$ cat src/sv/drp_pkg.sv
`default_nettype none
package drp_pkg;

    // Default values for the top-level parameters.
    localparam int DISP_FRAC_BITS_DEF = 4;
    localparam int COORD_BITS_DEF     = 12;

    // Fixed field and register widths.
    localparam int DISP_W    = 16;
    localparam int MAG_W     = DISP_W - 1;
    localparam int BF_W      = 32;
    localparam int INVF_W    = 24;
    localparam int CTR_W     = 16;
    localparam int OFF_W     = 32;
    localparam int PT_W      = 32;
    localparam int Z_W       = 31;
    localparam int CTR_FRAC  = 4;
    localparam int APB_DW    = 32;
    localparam int APB_AW    = 5;
    localparam int REG_IDX_W = 3;

    localparam int QUEUE_DEPTH = 4;

    // Register indexes on the configuration port.
    localparam logic [REG_IDX_W-1:0] REG_BASELINE_FOCAL = 3'd0;
    localparam logic [REG_IDX_W-1:0] REG_INV_FOCAL_X    = 3'd1;
    localparam logic [REG_IDX_W-1:0] REG_INV_FOCAL_Y    = 3'd2;
    localparam logic [REG_IDX_W-1:0] REG_CENTER_X       = 3'd3;
    localparam logic [REG_IDX_W-1:0] REG_CENTER_Y       = 3'd4;
    localparam logic [REG_IDX_W-1:0] REG_OFFSET_X       = 3'd5;
    localparam logic [REG_IDX_W-1:0] REG_OFFSET_Y       = 3'd6;

endpackage
`default_nettype wire

$ cat src/sv/drp_front.sv
`default_nettype none
module drp_front #(
    parameter int COORD_BITS = drp_pkg::COORD_BITS_DEF
) (
    input  wire logic                                      aclk,
    input  wire logic                                      aresetn,
    input  wire logic                                      in_valid,
    output logic                                           in_ready,
    input  wire logic signed [drp_pkg::DISP_W-1:0]         in_disparity,
    input  wire logic [COORD_BITS-1:0]                     in_col,
    input  wire logic [COORD_BITS-1:0]                     in_row,
    input  wire logic                                      q_full,
    output logic                                           q_push,
    output logic [drp_pkg::MAG_W+2*COORD_BITS-1:0]         q_data
);
    import drp_pkg::*;

    localparam int ENT_W = MAG_W + 2 * COORD_BITS;

    logic             fr_valid_reg;
    logic             fr_keep_reg;
    logic [ENT_W-1:0] fr_data_reg;
    logic             fr_free;
    logic             keep;

    // A pixel is kept only when its disparity is strictly positive.
    assign keep     = !in_disparity[DISP_W-1] && (|in_disparity[MAG_W-1:0]);
    assign fr_free  = !fr_valid_reg || !fr_keep_reg || !q_full;
    assign in_ready = fr_free;
    assign q_push   = fr_valid_reg && fr_keep_reg && !q_full;
    assign q_data   = fr_data_reg;

    always_ff @(posedge aclk) begin
        if (!aresetn) begin
            fr_valid_reg <= 1'b0;
            fr_keep_reg  <= 1'b0;
        end else if (fr_free) begin
            fr_valid_reg <= in_valid;
            fr_keep_reg  <= keep;
        end
    end

    always_ff @(posedge aclk) begin
        if (fr_free && in_valid) begin
            fr_data_reg <= {in_row, in_col, in_disparity[MAG_W-1:0]};
        end
    end

endmodule
`default_nettype wire

$ cat config.mk
export PLATFORM = sky130hd
export DESIGN_NAME = drp_front
export DESIGN_NICKNAME = d
export VERILOG_FILES = /design/src/sv/drp_pkg.sv /design/src/sv/drp_front.sv
export SDC_FILE = /design/constraint.sdc
export NUM_CORES = 1
export LEC_CHECK = 0
export BUFFER_PORTS_ARGS = -buffer_cell sky130_fd_sc_hd__buf_2
export CORE_ASPECT_RATIO = 0.6
export CORE_UTILIZATION = 46
export CTS_BUF_LIST = sky130_fd_sc_hd__clkbuf_4 sky130_fd_sc_hd__clkbuf_8
export DETAILED_ROUTE_END_ITERATION = 16
export HOLD_SLACK_MARGIN = 0.02
export PLACE_DENSITY = 0.86
export SLEW_MARGIN = 15
export SYNTH_ARGS = -nofsm -noshare
export SYNTH_HDL_FRONTEND = slang
export SYNTH_SLANG_ARGS = --single-unit
$ cat constraint.sdc
create_clock -name aclk -period 3.5 [get_ports aclk]
set_clock_uncertainty 0.1 [all_clocks]
set_input_delay 0.525 -clock aclk [delete_from_list [all_inputs] [get_ports aclk]]
set_output_delay 0.525 -clock aclk [all_outputs]
set_load 0.005 [all_outputs]
==> results of run 1 <==
-- per-stage QoR --
stage | hold slack, ns | cells | total power, mW | area (um^2) | setup slack [ns]
2_1_floorplan | 0.500 | 54 | 0.602 | 1310 | 1.25
3_3_place_gp | 0.518 | 170 | 0.652 | 1770 | 1.45
3_5_place_dp | 0.559 | 170 | 0.656 | 1770 | 1.36
4_1_cts | 0.297 | 178 | 0.949 | 1850 | 1.67
5_1_grt | 0.288 | 178 | 0.973 | 1850 | 1.59
6_report | 0.310 | 178 | 0.937 | 1850 | 1.68
-- metal layers --
layer / up-vias / share of wire [%] / track usage, %
met5: - / 0 / 0
met2: 63 / 47 / 26.7
met1: 393 / 43 / 20.0
li1: 396 / - / -
met4: 0 / 0.94 / 8.40
met3: 4 / 9.4 / 7.13
-- how the worst min path moves through the flow --
stage | to | cells past startpoint | slack [ns] | start
floorplan | fr_valid_reg | 2 | 0.50 | fr_keep_reg
global placement | fr_valid_reg | 2 | 0.52 | fr_keep_reg
detailed placement | fr_valid_reg | 2 | 0.56 | fr_keep_reg
CTS | q_data[32] | 1 | 0.30 | in_row[5]
global route | q_data[32] | 1 | 0.29 | in_row[5]
finish | q_data[34] | 1 | 0.31 | in_row[7]
-- synthesized netlist by cell type --
library cell	n	area share, %
nand4_1	1	0.48
nor2_1	1	0.29
a22o_1	1	0.67
nor4_2	3	2.9
and2_1	1	0.48
and3_1	1	0.48
o21a_1	1	0.57
nor2b_1	1	0.48
dfxtp_1	2	3.1
nor3_1	1	0.38
edfxtp_1	39	90
inv_1	1	0.29
nand2_1	1	0.29
-- logic make-up after synthesis --
group / Yosys count / synth area share, %
simple gates: 10 / 5.75
compound gates: 2 / 1.25
buf+inv: 1 / 0.287
flops: 41 / 92.7
-- power groups by stage --
| stage | combinational (mW) | sequential, mW | clock, mW |
|---|---|---|---|
| floorplan | 0.0108 | 0.591 | 0 |
| global route | 0.0746 | 0.578 | 0.320 |
| global placement | 0.0669 | 0.585 | 0 |
| CTS | 0.0697 | 0.576 | 0.303 |
| detailed placement | 0.0696 | 0.587 | 0 |
| finish | 0.0686 | 0.575 | 0.293 |
-- worst register-to-register path, delay by kind of cell, from the launching register on --
family	cells	cell delay [ns]
buffers and inverters	1	0.07
flip-flops	1	0.32
AND/OR/NAND/NOR	2	0.91
-- cell type report --
type / count / area [um^2]
clock buffer: 5 / 68.8
clock inverter: 3 / 17.5
fill: 184 / 738
inverter: 1 / 3.75
multi-input combinational: 12 / 92.6
sequential: 41 / 1210
tap: 32 / 40.0
timing repair buffer: 84 / 420
-- placed cells by master (no fill, tap or decap) --
cell type   Yosys  final
a22o_1          1      1
and2_2          0      1
and3_1          1      1
buf_2           0     84
clkbuf_8        0      5
clkinv_2        0      2
clkinvlp_4      0      1
dfxtp_1         2      2
edfxtp_1       39     39
inv_1           1      1
nand2_1         1      1
nand4_1         1      1
nor2_1          1      1
nor2b_1         1      1
nor3_1          1      1
nor4_2          3      3
o21a_1          1      1
==> flow_summary.yaml, run 1 <==
outcome:
  outcome: "finished, final reports clean"
synth:
  syn_nets: 98
  synth.avg_cell_area_um2: 24.2
  ys_seq_area_share_pct: 92.7
  syn_area_um2: 1310
  synthCells: 54
  ys_seq_elements: 41
  yosysUniqueCellTypes: 13
  yosys_warnings: 0
worst_setup_path:
  reg2reg_to: "q_data[36]"
  crit_path_start_kind: "input port"
  crit_start: "q_full"
  critPathMaxStageDelay_ns: 0.72
  crit_chain: "buf_2, and3_1, inv_1, and2_2"
  setup.worst_path.end: "q_data[36]"
  r2r_setup_slack_ns: 1.72
  cpMaxStageDelayCell: "and2_2"
  path_class: "input port to flop"
  ff2ff_path_depth: 3
  cp_max_fo: 39
  path_delay_family: "simple AND/OR/NAND/NOR gates"
  r2r_start: "fr_valid_reg"
  cp.required_ns: 3.31
  end_kind: "flop"
  cp.depth: 4
  crit_arrival_ns: 1.63
  critPathBufInv: 2
clock_tree:
  ctsResizeCount: 0
  cts_tree: "yes"
  clock_sinks: 41
  htreeDepth: 2
  clock_path_buffers: 2
  clk_latency_ns: 0.28
  cts_root_buf: "clkbuf_8"
  ctsHoldBuffers: 0
  cts_setup_buffers: 0
  cts_made_buffers: 5
  path_clk_slew_ns: 0.07
placed_design:
  gp_congestion: 0.664
  place.port_buffers: 84
sta:
  fin_crit_ns: 1.82
  worst_pin_slew_ns: 0.878
  slew_violations: 0
  tns_ns: 0
  rsz0062_at_grt: "no"
  period_share_pct: 52.0
  slew_headroom_pct: 41.4
  max_freq_mhz: 550
  finalHoldViolations: 0
  setup_viol: 0
cells_and_area:
  fin_nets: 189
  final_layout_size_suffix_gt1_share_pct: 65.8
  largest_reg_flops: 39
  diodes: 0
  area.growth.synth_to_final_pct: 42.0
  fin_util_pct: 71.5
routing:
  detail_route.vias_per_cell: 4.81
  drtAntennaViolNets: 0
  drc: 0
  dr_total_vias: 856
  wl_per_cell_um: 13.8
  first_pass_iters: 10
  routed_wl_mm: 2.46
  drtIter0Drc: 80
global_route:
  antenna_found_initial: 0
  grt_max_degree: 40
  first_global_vias: 803
  grt-ovfl-total: 0
  grt_usage_pct: 16.8
  grt_pass1_wl_mm: 3.60
pwr:
  power_frac_clock_pct: 31.3
  power.switching_uw: 195
  leakagePower_nw: 0.797
  sw_frac_of_total_pct: 20.8
  p_int_uw: 742
  p_per_area_nw_per_um2: 505
  p_comb_share_pct: 7.3
  p_seq_share_pct: 61.4
  ir_drop_uv: 377
floorplan:
  std_cell_rows: 14
  die_h_um: 43.3
  start_util_pct: 50.4
  io_pins: 85
  core-area_um2: 2590
  dieArea_um2: 3060
  die_x_um: 70.8
hold_path:
  hp-class: "input port to flop"
run:
  maxCapViolations: 0
Note: power is estimated with default switching activity, not from simulation.
==> run 2, diff against run 1 <==
Settings changed: CORE_UTILIZATION 46 to 43, PLACE_DENSITY 0.86 to 0.81.
Clock period 3.5 ns to 1.9 ns, I/O delays scaled along.
==> flow_summary.yaml, run 2 (synthesis gave the netlist of run 1 again) <==
outcome:
  outcome: "finished, final reports clean"
routing:
  detail_route.vias_per_cell: 4.42
  top_layer: "met4"
  wl_met3_um: 281
  first_pass_iters: 4
  dr_wl_met2_mm: 1.19
  wl_per_cell_um: 13.2
  dr_total_vias: 835
  wl_met1_um: 972
  drtAntennaViolNets: 0
  routed_wl_mm: 2.50
  drtIter0Drc: 38
  drc: 0
floorplan:
  die_h_um: 44.7
  std_cell_rows: 15
  die_x_um: 73.2
  core-area_um2: 2870
  dieArea_um2: 3270
  io_pins: 85
  start_util_pct: 45.5
cells_and_area:
  design_area_um2: 1910
  final_layout_size_suffix_gt1_share_pct: 65.3
  multiInputGateArea_um2: 92.6
  fin_nets: 190
  mostFrequentLayoutCell: "buf_2"
  ff_latch_area_um2: 1210
  diodes: 0
  area.growth.synth_to_final_pct: 46.3
  fillers: 211
  largest_reg_flops: 39
  final_cell_mix: "buf_2 (84), edfxtp_1 (39), clkbuf_8 (5), nor4_2 (3), dfxtp_1 (2)"
  fin_util_pct: 66.5
worst_setup_path:
  ff2ff_path_depth: 4
  cpMaxStageDelayCell: "dfxtp_1"
  crit_chain: "and3_1, inv_1, and2_2, buf_12"
  end_kind: "flop"
  path_class: "flop to flop"
  crit_arrival_ns: 1.25
  cp_max_fo: 39
  cp.required_ns: 1.78
  critPathMaxStageDelay_ns: 0.31
  crit_path_start_kind: "flop"
clock_tree:
  cts_made_buffers: 5
  cts_root_buf: "clkbuf_8"
  path_clk_slew_ns: 0.08
  clk_latency_ns: 0.29
  cts_tree: "yes"
  clock_path_buffers: 2
  ctsHoldBuffers: 0
  cts_setup_buffers: 0
  ctsResizeCount: 0
  clock_sinks: 41
  htreeDepth: 2
placed_design:
  place.port_buffers: 84
  gp_congestion: 0.621
  dpl_cell_area_um2: 1800
sta:
  rsz0062_at_grt: "no"
  setup_viol: 0
  hold_slack_ns: 0.0730
  worst_pin_slew_ns: 0.268
  fin_crit_ns: 1.38
  max_freq_mhz: 727
  slew_violations: 0
  slew_headroom_pct: 82.0
  finalHoldViolations: 0
  tns_ns: 0
  period_share_pct: 72.4
run:
  maxCapViolations: 0
global_route:
  grt_max_degree: 40
  grt_usage_pct: 15.8
  antenna_found_initial: 0
  first_global_vias: 733
  grt-ovfl-total: 0
  grt_pass1_wl_mm: 3.45
pwr:
  p_per_area_nw_per_um2: 978
  leakagePower_nw: 0.819
  ir_drop_uv: 423
  p_total_mw: 1.87
hold_path:
  holdPathStages: 1
  hp-class: "input port to flop"
run 2: path summary, 6_finish.rpt:
kind	endpoint	start	slack, ns
min	q_data[20]	in_col[5]	0.07
max reg2reg	q_data[36]	fr_valid_reg	0.52
min reg2reg	fr_valid_reg	fr_keep_reg	0.55
max	q_data[36]	fr_valid_reg	0.52
run 2: worst max-delay path: cells and delay by family, from the launching register on:
family / cells / cell delay [ns]
buffers and inverters: 2 / 0.29
flip-flops: 1 / 0.31
AND/OR/NAND/NOR: 2 / 0.35
run 2: layout make-up:
type,count,share of cell area (%)
inverters,1,0.196
multi-input cells,12,4.85
clock inverters,2,1.77
repair buffers,85,23.1
well taps,42,2.75
flip-flops and latches,41,63.4
clock buffers,6,3.99
run 2: per-layer routing:
metal | GRT usage [%] | vias up
met5 | 0 | -
met2 | 24.8 | 52
li1 | - | 398
met3 | 7.59 | 8
met1 | 17.5 | 377
met4 | 10.6 | 0
run 2: stage by stage:
stage	setup WS, ns	std cells
6_report	0.524	189
5_1_grt	0.443	189
4_1_cts	0.511	189
3_5_place_dp	0.424	181
3_3_place_gp	0.467	181
2_1_floorplan	0.300	54
run 2: report_power, final:
part           total, mW  internal, mW  switching (mW)
combinational      0.134        0.0703          0.0635
sequential          1.06          1.05          0.0114
clock              0.676         0.402           0.274
total               1.87          1.52           0.349
==> run 3, diff against run 2 <==
Clock period 1.9 ns to 1.3 ns, I/O delays scaled along.
==> flow_summary.yaml, run 3 (synthesis gave the netlist of run 1 again) <==
clock_tree:
  cts_made_buffers: 5
  cts_tree: "yes"
  clock_path_buffers: 2
  clk_latency_ns: 0.29
  clock_sinks: 41
  path_clk_slew_ns: 0.07
  cts_root_buf: "clkbuf_8"
  htreeDepth: 2
hold_path:
  min_from: "aresetn"
  hp-class: "input port to flop"
  min_to: "fr_valid_reg"
  holdPathStages: 2
cells_and_area:
  diodes: 0
  final_cell_mix: "buf_2 (80), edfxtp_1 (39), dlygate4sd3_1 (36), clkbuf_8 (5)"
  fin_nets: 228
  stdcell_count: 227
  design_area_um2: 2370
  largest_reg_flops: 39
  mostFrequentLayoutCell: "buf_2"
  area.growth.synth_to_final_pct: 81.6
  fillers: 150
  final_layout_size_suffix_gt1_share_pct: 54.6
pwr:
  power.switching_uw: 567
  p_comb_share_pct: 10.2
  p_int_mw: 2.48
  ir_drop_uv: 1190
  sw_frac_of_total_pct: 18.6
  power_frac_clock_pct: 38.9
  leakagePower_nw: 1.03
  p_per_area_nw_per_um2: 1280
  p_total_mw: 3.05
  p_seq_share_pct: 50.9
floorplan:
  dieArea_um2: 3270
  std_cell_rows: 15
  die_x_um: 73.2
  die_h_um: 44.7
  start_util_pct: 45.5
  core-area_um2: 2870
  io_pins: 85
global_route:
  antenna_found_initial: 0
  grt_usage_pct: 21.8
  busiest_layer: "met2"
  met1_usage_pct: 21.7
  grt_max_degree: 23
  first_global_vias: 1045
  grtUsageMet3_pct: 9.60
  use_met2_pct: 40.4
  grt-ovfl-total: 0
  grt_pass1_wl_mm: 4.79
worst_setup_path:
  end_kind: "flop"
  crit_path_start_kind: "flop"
  ff2ff_path_depth: 4
  r2r_setup_slack_ns: 0.01
  r2r_start: "fr_keep_reg"
  cp_max_fo: 9
  path_class: "flop to flop"
  cp.required_ns: 1.20
  reg2reg_to: "q_data[26]"
  crit_arrival_ns: 1.19
sta:
  worst_pin_slew_ns: 0.228
  setup_ws_ns: 0.0127
  tns_ns: 0
  period_share_pct: 99.0
  slew_headroom_pct: 84.7
  fin_crit_ns: 1.29
  setup_viol: 0
  finalHoldViolations: 0
  max_freq_mhz: 777
  slew_violations: 0
routing:
  detail_route.vias_per_cell: 4.40
  first_pass_iters: 4
  routed_wl_mm: 3.49
  wl_per_cell_um: 15.4
  dr_total_vias: 999
  drc: 0
  drtIter0Drc: 32
  drtAntennaViolNets: 0
placed_design:
  place.port_buffers: 84
  dpl_cell_area_um2: 1820
  place_ws_ns: 0.0298
  placedCellCount: 183
  gp_congestion: 0.609
outcome:
  outcome: "finished, final reports clean"
run:
  maxCapViolations: 0
## run 3: worst max-delay path by stage
stage                     startpoint          end  slack, ns  cells after the start
CTS                 in_disparity[13]  fr_keep_reg      0.007                      5
global route             fr_keep_reg    q_data[1]     -0.008                      4
floorplan               fr_valid_reg    q_data[0]      -0.04                      3
detailed placement            q_full   q_data[30]       0.03                      5
global placement              q_full   q_data[18]       0.06                      5
finish                   fr_keep_reg   q_data[26]       0.01                      4
## run 3: critical path, stage by stage, from the launching register on
cell,delay (ns)
dfxtp_2,0.33
and3_4,0.17
inv_2,0.06
and2_4,0.16
buf_4,0.18
## run 3: metrics by stage
stage          hold WS, ns  utilization [%]
2_1_floorplan        0.194                -
3_3_place_gp         0.273             63.4
3_5_place_dp         0.273             63.4
4_1_cts             0.0487             81.7
5_1_grt             0.0624             82.6
6_report            0.0631             82.6
## run 3: power groups by stage
stage	clock, mW	sequential, mW	combinational [mW]
6_report	1.19	1.55	0.312
5_1_grt	1.25	1.55	0.334
4_1_cts	1.21	1.55	0.296
3_5_place_dp	0	1.58	0.206
3_3_place_gp	0	1.58	0.198
2_1_floorplan	0	1.59	0.0315
## run 3: timing repair
item	4_1_cts	5_1_grt
resized for setup	0	9
hold buffers	39	0
setup buffers	0	1
endpoints found under the setup margin	0	9
hold endpoints to repair	39	0
## run 3: area by class of cell
class / instances / area (um^2) / share of cell area, %
timing repair buffer: 123 / 841 / 35.4
clock buffer: 5 / 68.8 / 2.90
sequential: 41 / 1210 / 51.2
tap: 42 / 52.6 / 2.22
inverter: 1 / 3.75 / 0.158
clock inverter: 3 / 65.1 / 2.74
multi-input combinational: 12 / 128 / 5.38
## run 3: per-layer routing
layer	part of all wire, %	up-vias	routed length, um
met4	0.54	0	19
met1	36	459	1260
li1	-	475	-
met5	0	-	0
met3	8.5	2	297
met2	55	63	1910
