$ cat src/sv/drp_pkg.sv
`default_nettype none
package drp_pkg;

    // Default values for the top-level parameters.
    localparam int DISP_FRAC_BITS_DEF = 4;
    localparam int COORD_BITS_DEF     = 12;

    // Fixed field and register widths.
    localparam int DISP_W    = 16;
    localparam int MAG_W     = DISP_W - 1;
    localparam int BF_W      = 32;
    localparam int INVF_W    = 24;
    localparam int CTR_W     = 16;
    localparam int OFF_W     = 32;
    localparam int PT_W      = 32;
    localparam int Z_W       = 31;
    localparam int CTR_FRAC  = 4;
    localparam int APB_DW    = 32;
    localparam int APB_AW    = 5;
    localparam int REG_IDX_W = 3;

    localparam int QUEUE_DEPTH = 4;

    // Register indexes on the configuration port.
    localparam logic [REG_IDX_W-1:0] REG_BASELINE_FOCAL = 3'd0;
    localparam logic [REG_IDX_W-1:0] REG_INV_FOCAL_X    = 3'd1;
    localparam logic [REG_IDX_W-1:0] REG_INV_FOCAL_Y    = 3'd2;
    localparam logic [REG_IDX_W-1:0] REG_CENTER_X       = 3'd3;
    localparam logic [REG_IDX_W-1:0] REG_CENTER_Y       = 3'd4;
    localparam logic [REG_IDX_W-1:0] REG_OFFSET_X       = 3'd5;
    localparam logic [REG_IDX_W-1:0] REG_OFFSET_Y       = 3'd6;

endpackage
`default_nettype wire

$ cat src/sv/drp_queue.sv
`default_nettype none
module drp_queue #(
    parameter int WIDTH = 39,
    parameter int DEPTH = drp_pkg::QUEUE_DEPTH
) (
    input  wire logic             aclk,
    input  wire logic             aresetn,
    input  wire logic             push,
    input  wire logic [WIDTH-1:0] push_data,
    output logic                  full,
    input  wire logic             pop,
    output logic [WIDTH-1:0]      pop_data,
    output logic                  empty
);
    localparam int AW = $clog2(DEPTH);

    logic [WIDTH-1:0] slot_reg [DEPTH];
    logic [AW-1:0]    wr_ptr_reg;
    logic [AW-1:0]    rd_ptr_reg;
    logic [AW:0]      count_reg;
    logic             do_push;
    logic             do_pop;

    assign full     = (count_reg == (AW+1)'(DEPTH));
    assign empty    = (count_reg == '0);
    assign do_push  = push && !full;
    assign do_pop   = pop && !empty;
    assign pop_data = slot_reg[rd_ptr_reg];

    always_ff @(posedge aclk) begin
        if (!aresetn) begin
            wr_ptr_reg <= '0;
            rd_ptr_reg <= '0;
            count_reg  <= '0;
        end else begin
            if (do_push) begin
                wr_ptr_reg <= (wr_ptr_reg == AW'(DEPTH-1)) ? '0 : wr_ptr_reg + 1'b1;
            end
            if (do_pop) begin
                rd_ptr_reg <= (rd_ptr_reg == AW'(DEPTH-1)) ? '0 : rd_ptr_reg + 1'b1;
            end
            if (do_push && !do_pop) begin
                count_reg <= count_reg + 1'b1;
            end else if (do_pop && !do_push) begin
                count_reg <= count_reg - 1'b1;
            end
        end
    end

    always_ff @(posedge aclk) begin
        if (do_push) begin
            slot_reg[wr_ptr_reg] <= push_data;
        end
    end

endmodule
`default_nettype wire

$ cat config.mk
export PLATFORM = sky130hd
export DESIGN_NAME = drp_queue
export DESIGN_NICKNAME = d
export VERILOG_FILES = /design/src/sv/drp_pkg.sv /design/src/sv/drp_queue.sv
export SDC_FILE = /design/constraint.sdc
export NUM_CORES = 1
export LEC_CHECK = 0
export BUFFER_PORTS_ARGS = -buffer_cell sky130_fd_sc_hd__buf_4
export CAP_MARGIN = 30
export CORE_MARGIN = 2
export CORE_UTILIZATION = 30
export CTS_CLUSTER_DIAMETER = 40
export DETAILED_ROUTE_END_ITERATION = 10
export PLACE_DENSITY = 0.47
export REMOVE_ABC_BUFFERS = 1
export SYNTH_ARGS = -nofsm -noshare
export SYNTH_HDL_FRONTEND = slang
export SYNTH_SLANG_ARGS = --single-unit
$ cat constraint.sdc
create_clock -name aclk -period 3.01 [get_ports aclk]
set_input_delay 0.1505 -clock aclk [delete_from_list [all_inputs] [get_ports aclk]]
set_output_delay 0.1505 -clock aclk [all_outputs]
set_load 0.03 [all_outputs]
==> flow_metrics.py, run 1 <==
metrics = {
    "run_status": {
        "status": "finished clean",
    },
    "grt": {
        "antenna_found_initial": 1,
        "grt_max_degree": 30,
        "grt_pass1_vias": 3249,
        "globalRouteTotalUtil": 0.1152,
        "grt_overflow": 0,
        "grt_pass1_wl_mm": 18.04,
    },
    "critical_path": {
        "rrSetupSlack_ns": 0.54,
        "r2r-start": "count_reg[0]$_SDFFE_PN0P_",
        "reg2reg_depth": 8,
        "crit_path_start_kind": "flop",
        "crit_type": "reg -> reg",
        "reg2reg_to": "count_reg[2]$_SDFFE_PN0P_",
        "crit_start": "count_reg[0]$_SDFFE_PN0P_",
        "crit_required_ns": 3.34,
        "arrival_ns": 2.80,
        "worstPathMaxFanout": 7,
        "critPathCaptureType": "flop",
        "endpoint": "count_reg[2]$_SDFFE_PN0P_",
    },
    "worst_hold_path": {
        "hold_path_class": "in -> reg",
    },
    "clock_tree": {
        "post_cts_resized": 0,
        "clk_pin_slew_ns": 0.06,
        "cts_buffers": 17,
        "clockBufferDepth": 2,
        "post_cts_buffers": 0,
        "clock_latency_ns": 0.41,
        "htree_num_levels": 4,
        "cts_tree": "done",
        "root_buffer": "clkbuf_16",
        "clock-sinks": 165,
    },
    "floorplanning": {
        "initial_core_util": 0.3031,
        "ios": 84,
        "row_count": 52,
        "dieArea_um2": 21470,
        "die_w_um": 146.5,
        "die_h_um": 146.5,
        "core_um2": 20100,
    },
    "timing": {
        "setup_tns_ns": 0,
        "hold_viol_final": 0,
        "finClkSkew_ns": 0.01132,
        "fin_crit_sh": 0.8212,
        "worstMarginPinSlew_ns": 0.6400,
        "drv_slew": 0,
        "rsz0062_at_grt": "no",
        "fmax_mhz": 404.6,
        "min_period_ns": 2.472,
        "hold-worst-slack_ns": 0.05207,
        "slew_headroom": 0.5733,
        "finalSetupViolCount": 0,
    },
    "synth": {
        "yosysSeqAreaShare": 0.7984,
        "synthCells": 254,
        "ys_ff_latch": 165,
        "ys_warn_count": 0,
        "avgSynthCellArea_um2": 23.99,
        "yosys.cell_types.count": 24,
        "syn_area_um2": 6093,
    },
    "route": {
        "drc": 0,
        "drt_iter0_markers": 159,
        "drt-wirelength-per-cell_um": 17.13,
        "route.vias.total": 2921,
        "routed_wirelength_mm": 11.65,
        "drtPass1Iterations": 5,
        "postRouteAntennaNets": 0,
        "vias_per_cell": 4.296,
    },
    "placement": {
        "placed_cells": 608,
        "io_buffer_count": 83,
        "hpwlAfterDp_mm": 7.228,
        "place_congestion": 0.6678,
        "placed_area_um2": 7083,
    },
    "flow_run": {
        "cap_violations": 0,
    },
    "layout": {
        "final_common_cell": "edfxtp_1",
        "layout.cells.non_filler": 680,
        "nNetsFinal": 446,
        "syn_to_final_growth_pct": 31.62,
        "nFillCells": 1842,
        "layout_common_cells": "edfxtp_1, buf_4, mux4_2, dlygate4sd3_1, clkbuf_16",
        "design_area_um2": 8020,
        "largest_register_ffs": 156,
        "drive_gt1_frac": 0.4083,
    },
    "power": {
        "ir_worst_vdd_v": 0.0004074,
        "power.density_nw_per_um2": 849.9,
        "p_leak_nw": 2.719,
    },
}
cells by family (layout without fill, tap and decap cells):
family | after synthesis | in the layout | share of synthesized area
AOI/OAI and AO/OA | 5 | 5 | 0.004928
xor gates and xnor gates | 2 | 2 | 0.002875
adders and majority gates | 7 | 7 | 0.01561
buffers and inverters | 13 | 168 | 0.01232
DFF | 165 | 165 | 0.7984
muxes | 42 | 42 | 0.1491
other | 0 | 1 | 0
and+or+nand+nor | 20 | 20 | 0.01684
metrics by stage:
step / worst slack [ns] / util / total power (W)
global route: 0.3449 / 0.3989 / 0.007129
detailed placement: 0.5333 / 0.3523 / 0.004916
CTS: 0.5166 / 0.3988 / 0.006932
global placement: 0.7257 / 0.3523 / 0.004896
finish: 0.5382 / 0.3989 / 0.006817
floorplan: 0.3712 / - / 0.004176
critical path, stage by stage (launching register included):
cell	delay, ns
dfxtp_1	0.44
nor3b_1	0.10
nor2b_1	0.45
ha_1	0.29
inv_1	0.06
fa_1	0.37
xor2_1	0.18
or3_1	0.30
a21boi_0	0.20
worst min-delay path by stage:
| stage | from | endpoint | slack (ns) | depth (start not counted) |
|---|---|---|---|---|
| final | aresetn | count_reg[0]$_SDFFE_PN0P_ | 0.05 | 2 |
| after floorplan | push_data[0] | slot_reg[0][0]$_DFFE_PP_ | 0.25 | 0 |
| after CTS | aresetn | count_reg[0]$_SDFFE_PN0P_ | 0.02 | 2 |
| after global routing | aresetn | count_reg[1]$_SDFFE_PN0P_ | 0.04 | 2 |
| after global placement | push_data[30] | slot_reg[2][30]$_DFFE_PP_ | 0.35 | 1 |
| after detailed placement | push_data[13] | slot_reg[0][13]$_DFFE_PP_ | 0.35 | 1 |
cells in the mapped netlist:
master / instances / area share
a21boi_0: 1 / 0.0012
nand3_1: 2 / 0.0016
buf_4: 2 / 0.0025
buf_6: 2 / 0.0037
ha_1: 6 / 0.012
nor3b_1: 1 / 0.0012
nand2_1: 6 / 0.0037
nor2b_1: 2 / 0.0021
nor2_1: 2 / 0.0012
edfxtp_1: 156 / 0.77
xor2_1: 1 / 0.0014
inv_1: 3 / 0.0018
clkbuf_1: 3 / 0.0018
mux2i_1: 3 / 0.0049
o31ai_1: 1 / 0.0012
nor3_1: 1 / 0.00082
fa_1: 1 / 0.0033
dfxtp_1: 9 / 0.030
and2_1: 5 / 0.0051
buf_2: 3 / 0.0025
mux4_2: 39 / 0.14
or3_1: 1 / 0.0010
o21ai_0: 3 / 0.0025
xnor2_1: 1 / 0.0014
power by group:
part / total, W / internal, W / switching [W]
Combinational: 0.00187 / 0.000841 / 0.00102
Clock: 0.00196 / 0.00114 / 0.000827
Sequential: 0.00299 / 0.00280 / 0.000189
Total: 0.00682 / 0.00478 / 0.00204
what timing repair did:
action | CTS | global route
endpoints found under the hold margin | 156 | 0
setup endpoints to repair | 0 | 0
hold buffers | 39 | 0
metal layers:
metal,GRT usage,vias up,routed length (um)
met3,0.03688,6,458
met2,0.1882,71,5833
met4,0.04078,0,105
li1,-,1350,-
met5,0,-,0
met1,0.1452,1494,5251
final cells by class:
| cell class | count | area [um^2] | share of cell area |
|---|---|---|---|
| flip-flops and latches | 165 | 4870 | 0.6072 |
| multi-input cells | 76 | 1159 | 0.1445 |
| repair buffers | 133 | 1096 | 0.1367 |
| clock buffers | 20 | 436.7 | 0.05445 |
| well taps | 270 | 337.8 | 0.04212 |
| clock inverters | 12 | 107.6 | 0.01342 |
| inverters | 3 | 11.26 | 0.001404 |
| diodes | 1 | 2.502 | 0.0003120 |
Note: power is estimated with default switching activity, not from simulation.
==> inputs of run 2 (changes only) <==
==> constraint.sdc (replaced) <==
create_clock -name aclk -period 2.47 [get_ports aclk]
set_input_delay 0.1235 -clock aclk [delete_from_list [all_inputs] [get_ports aclk]]
set_output_delay 0.1235 -clock aclk [all_outputs]
set_load 0.03 [all_outputs]
==> run 2 against run 1 <==
Flip-flop and latch count did not move. Cell area grew 0.97%. Sequential power is 20% higher. Clock-buffer cell count unchanged. First-iteration DRC count increased by 12%. Core utilization up 0.39 points. Hold slack gained 0.14 ns. Critical path depth fell by 1.
==> flow_metrics.py, run 2 (synthesis results as in run 1) <==
metrics = {
    "grt": {
        "grt_pass1_wl_mm": 18.32,
        "globalRouteTotalUtil": 0.1166,
        "grt_max_degree": 24,
        "antenna_found_initial": 0,
        "grt_pass1_vias": 3269,
        "grt_overflow": 0,
    },
    "route": {
        "drc": 0,
        "wl_met1_mm": 4.946,
        "vias_per_cell": 4.296,
        "met2RoutedLength_mm": 6.067,
        "route.vias.total": 2930,
        "highest_layer": "met4",
        "drtPass1Iterations": 4,
        "routed_wirelength_mm": 11.69,
        "postRouteAntennaNets": 0,
        "drt-wirelength-per-cell_um": 17.13,
        "route.met3.wl_um": 549,
        "drt_iter0_markers": 178,
    },
    "clock_tree": {
        "clk_pin_slew_ns": 0.06,
        "postCtsHoldBufs": 40,
        "post_cts_buffers": 0,
        "htree_num_levels": 4,
        "clock-sinks": 165,
        "cts_tree": "done",
        "clock_latency_ns": 0.41,
        "cts_buffers": 17,
        "clockBufferDepth": 2,
        "post_cts_resized": 0,
        "root_buffer": "clkbuf_16",
    },
    "run_status": {
        "status": "finished clean",
    },
    "critical_path": {
        "crit_path_start_kind": "flop",
        "worstPathMaxFanout": 5,
        "cpPeakStageDelay_ns": 0.38,
        "crit_path_cell_trace": "o31ai_1 -> ha_1 -> inv_1 -> fa_1 -> xor2_1 -> or3_1 -> a21boi_0",
        "crit_required_ns": 2.80,
        "crit_start": "count_reg[1]$_SDFFE_PN0P_",
        "cp_top_family": "adder cells",
        "path_buf_inv": 1,
        "crit_type": "reg -> reg",
        "arrival_ns": 2.53,
        "r2r-start": "count_reg[1]$_SDFFE_PN0P_",
        "cp_slowest_cell": "o31ai_1",
        "critPathCaptureType": "flop",
    },
    "placement": {
        "place_congestion": 0.6642,
        "io_buffer_count": 83,
        "hpwlAfterDp_mm": 7.212,
        "placed_area_um2": 7151,
    },
    "power": {
        "clkPwrFrac": 0.292,
        "combPwrFrac": 0.283,
        "p_sw_w": 0.002456,
        "ir_worst_vdd_v": 0.0004622,
        "intPower_w": 0.005955,
        "p_leak_nw": 2.759,
        "seq_power_share": 0.425,
        "power.density_nw_per_um2": 1039,
        "swShare": 0.2920,
    },
    "layout": {
        "nFillCells": 1803,
        "final_common_cell": "edfxtp_1",
        "antennaDiodeCount": 0,
        "drive_gt1_frac": 0.4126,
        "design_area_um2": 8098,
        "syn_to_final_growth_pct": 32.90,
        "final_util": 0.4028,
        "nNetsFinal": 451,
        "layout_common_cells": "edfxtp_1, buf_4, dlygate4sd3_1, mux4_2, clkbuf_16",
        "largest_register_ffs": 156,
    },
    "timing": {
        "finClkSkew_ns": 0.005501,
        "worstMarginPinSlew_ns": 0.3800,
        "slew_headroom": 0.7467,
        "fin_crit_sh": 0.8896,
        "hold_viol_final": 0,
        "fmax_mhz": 455.1,
        "min_period_ns": 2.197,
        "finalSetupViolCount": 0,
        "rsz0062_at_grt": "no",
        "drv_slew": 0,
    },
    "floorplanning": {
        "dieArea_um2": 21470,
        "initial_core_util": 0.3031,
        "ios": 84,
        "die_w_um": 146.5,
        "row_count": 52,
        "die_h_um": 146.5,
        "core_um2": 20100,
    },
    "worst_hold_path": {
        "min-delay-start": "pop",
        "hold_path_class": "in -> reg",
    },
    "flow_run": {
        "cap_violations": 0,
    },
}
==> run 2: changes by cell type in the layout (fill, tap and decap cells not counted), sizes merged <==
cell         before  now
diode             1    0
dlygate4sd3      39   40
bufinv            1    2
clkinv            5    4
inv               4    3
buf              94   98
clkinvlp          5    4
==> run 2: metal layers <==
| layer | GRT usage | vias to the layer above |
|---|---|---|
| li1 | - | 1348 |
| met1 | 0.1418 | 1510 |
| met2 | 0.1960 | 60 |
| met3 | 0.04031 | 12 |
| met4 | 0.03786 | 0 |
| met5 | 0 | - |
==> run 2: path summary, 6_finish.rpt <==
path                                      to  slack, ns  cells after the start
setup / recovery   count_reg[2]$_SDFFE_PN0P_       0.27                      7
hold / removal                          flop       0.19                      4
setup reg to reg   count_reg[2]$_SDFFE_PN0P_       0.27                      7
hold reg to reg   wr_ptr_reg[1]$_SDFFE_PN0P_       0.50                      2
==> run 2: power groups by stage <==
stage          Clock, W  Combinational (W)  Sequential, W
2_1_floorplan         0            0.00141        0.00368
5_1_grt         0.00264            0.00255        0.00362
4_1_cts         0.00253            0.00245        0.00359
3_5_place_dp          0            0.00239        0.00365
3_3_place_gp          0            0.00238        0.00363
6_report        0.00245            0.00238        0.00358
==> run 2: area by class of cell <==
type | instances | area, um^2 | share of cell area
clock buffer | 20 | 436.7 | 0.05392
tap | 270 | 337.8 | 0.04172
clock inverter | 10 | 110.1 | 0.01360
timing repair buffer | 138 | 1174 | 0.1449
multi-input combinational | 76 | 1159 | 0.1431
inverter | 3 | 11.26 | 0.001391
sequential | 165 | 4870 | 0.6014
==> run 2: per-stage QoR <==
stage,setup TNS [ns],std cells,hold slack [ns],total power [W],setup slack [ns]
5_1_grt,0,682,0.2007,0.008811,0.1117
3_3_place_gp,0,612,0.3234,0.006006,0.4726
2_1_floorplan,-12.58,244,0.2224,0.005089,-0.1418
4_1_cts,0,682,0.1656,0.008574,0.2663
3_5_place_dp,0,612,0.3264,0.006038,0.2717
6_report,0,682,0.1889,0.008411,0.2727
==> run 2: worst reg2reg max path: stages, from the launching register on <==
cell      delay [ns]
dfxtp_1         0.36
o31ai_1         0.38
ha_1            0.26
inv_1           0.06
fa_1            0.37
xor2_1          0.18
or3_1           0.31
a21boi_0        0.19
==> inputs of run 3 (changes only) <==
--- a/config.mk
+++ b/config.mk
@@ -9,6 +9,7 @@
 export CAP_MARGIN = 30
 export CORE_MARGIN = 2
 export CORE_UTILIZATION = 30
+export CTS_BUF_LIST = sky130_fd_sc_hd__clkbuf_16
 export CTS_CLUSTER_DIAMETER = 40
 export DETAILED_ROUTE_END_ITERATION = 10
 export PLACE_DENSITY = 0.47
==> run 3 against run 2 <==
Clock power is essentially flat. Sequential power is essentially flat. Setup slack about the same. Power decreased by 0.15%. Non-clock buffer count unchanged. Wire length barely moved. First-iteration DRC count decreased by 19%. Die area stayed put. Global-route usage unchanged. Cell area stayed put. Combinational power hardly changed. Largest power group unchanged. Highest routed layer unchanged.
==> flow_metrics.py, run 3 (synthesis results as in run 1) <==
metrics = {
    "run_status": {
        "status": "finished clean",
    },
    "route": {
        "drc": 0,
        "vias_per_cell": 4.293,
        "routed_wirelength_mm": 11.69,
        "drtPass1Iterations": 4,
        "drt-wirelength-per-cell_um": 17.14,
        "postRouteAntennaNets": 0,
        "route.vias.total": 2928,
        "drt_iter0_markers": 145,
    },
    "clock_tree": {
        "clk_pin_slew_ns": 0.06,
        "cts_tree": "done",
        "root_buffer": "clkbuf_16",
        "clock-sinks": 165,
        "htree_num_levels": 4,
        "post_cts_buffers": 0,
        "clockBufferDepth": 2,
        "postCtsHoldBufs": 40,
        "post_cts_resized": 0,
        "clock_latency_ns": 0.41,
        "cts_buffers": 17,
    },
    "timing": {
        "slew_headroom": 0.7322,
        "drv_slew": 0,
        "hold_viol_final": 0,
        "worstMarginPinSlew_ns": 0.4016,
        "hold-worst-slack_ns": 0.1885,
        "rsz0062_at_grt": "no",
        "fmax_mhz": 455.1,
        "min_period_ns": 2.197,
        "fin_crit_sh": 0.8896,
        "finClkSkew_ns": 0.005627,
        "finalSetupViolCount": 0,
    },
    "critical_path": {
        "critPathCaptureType": "flop",
        "crit_path_cell_trace": "o31ai_1 -> ha_1 -> inv_1 -> fa_1 -> xor2_1 -> or3_1 -> a21boi_0",
        "cp_slowest_cell": "o31ai_1",
        "crit_type": "reg -> reg",
        "worstPathMaxFanout": 5,
        "path_buf_inv": 1,
        "cp_top_family": "adder cells",
        "crit_required_ns": 2.80,
        "cpPeakStageDelay_ns": 0.38,
        "arrival_ns": 2.53,
        "crit_path_start_kind": "flop",
    },
    "layout": {
        "final_common_cell": "edfxtp_1",
        "syn_to_final_growth_pct": 32.90,
        "nFillCells": 1803,
        "drive_gt1_frac": 0.4126,
        "layout.cells.non_filler": 682,
        "design_area_um2": 8098,
        "largest_register_ffs": 156,
        "nNetsFinal": 451,
        "layout_common_cells": "edfxtp_1, buf_4, dlygate4sd3_1, mux4_2, clkbuf_16",
        "antennaDiodeCount": 0,
    },
    "floorplanning": {
        "ios": 84,
        "dieArea_um2": 21470,
        "core_um2": 20100,
        "die_h_um": 146.5,
        "row_count": 52,
        "die_w_um": 146.5,
        "initial_core_util": 0.3031,
    },
    "placement": {
        "io_buffer_count": 83,
        "place_congestion": 0.6642,
        "hpwlAfterDp_mm": 7.212,
        "placed_cells": 612,
        "placed_area_um2": 7151,
    },
    "flow_run": {
        "cap_violations": 0,
    },
    "grt": {
        "grt_pass1_vias": 3266,
        "grt_max_degree": 24,
        "gr-usage-met3": 0.04031,
        "grt_overflow": 0,
        "grt_pass1_wl_mm": 18.32,
        "grtUsageMet2": 0.1960,
        "grt_use_met1": 0.1418,
        "grt-busiest-layer": "met2",
        "antenna_found_initial": 0,
        "globalRouteTotalUtil": 0.1166,
    },
    "power": {
        "p_leak_nw": 2.772,
        "power.density_nw_per_um2": 1037,
        "ir_worst_vdd_v": 0.0004622,
    },
    "worst_hold_path": {
        "hold_path_class": "in -> reg",
    },
}
run 3: cell count changes in the layout (fill, tap and decap cells not counted), sizes merged:
| cell | previous run | this run |
|---|---|---|
| inv | 3 | 6 |
| clkbuf | 20 | 17 |
run 3: worst min-delay path: cells and delay by family:
kind            cells  cell delay, ns
buf+inv             2            0.24
compound gates      2            0.18
run 3: routing by layer:
layer  wire length [um]  part of all wire
met1               5020              0.43
met2               5997              0.51
met5                  0                 0
met4                121             0.010
met3                552             0.047
run 3: final cells by class:
cell class	instances	area [um^2]	share of cell area
Clock buffer	17	425.4	0.05253
Clock inverter	13	121.4	0.01499
Inverter	3	11.26	0.001391
Multi-Input combinational cell	76	1159	0.1431
Sequential cell	165	4870	0.6014
Tap cell	270	337.8	0.04172
Timing Repair Buffer	138	1174	0.1449
run 3: final timing paths:
| check | slack [ns] | to | cells past startpoint | startpoint |
|---|---|---|---|---|
| hold reg to reg | 0.50 | wr_ptr_reg[1]$_SDFFE_PN0P_ | 2 | wr_ptr_reg[1]$_SDFFE_PN0P_ |
| setup reg to reg | 0.27 | count_reg[2]$_SDFFE_PN0P_ | 7 | count_reg[1]$_SDFFE_PN0P_ |
| setup / recovery | 0.27 | count_reg[2]$_SDFFE_PN0P_ | 7 | count_reg[1]$_SDFFE_PN0P_ |
| hold / removal | 0.19 | flop | 4 | pop |
run 3: power by group:
part / internal, W / total [W] / switching [W]
Combinational: 0.00108 / 0.00238 / 0.00131
Sequential: 0.00341 / 0.00358 / 0.000162
Clock: 0.00145 / 0.00244 / 0.000986
Total: 0.00594 / 0.00840 / 0.00246
run 3: per-stage QoR:
step | util | setup TNS, ns | total power, W | setup WS (ns)
global route | 0.4028 | 0 | 0.008799 | 0.1117
detailed placement | 0.3557 | 0 | 0.006038 | 0.2717
CTS | 0.4028 | 0 | 0.008562 | 0.2663
floorplan | - | -12.58 | 0.005089 | -0.1418
global placement | 0.3557 | 0 | 0.006006 | 0.4726
finish | 0.4028 | 0 | 0.008398 | 0.2727
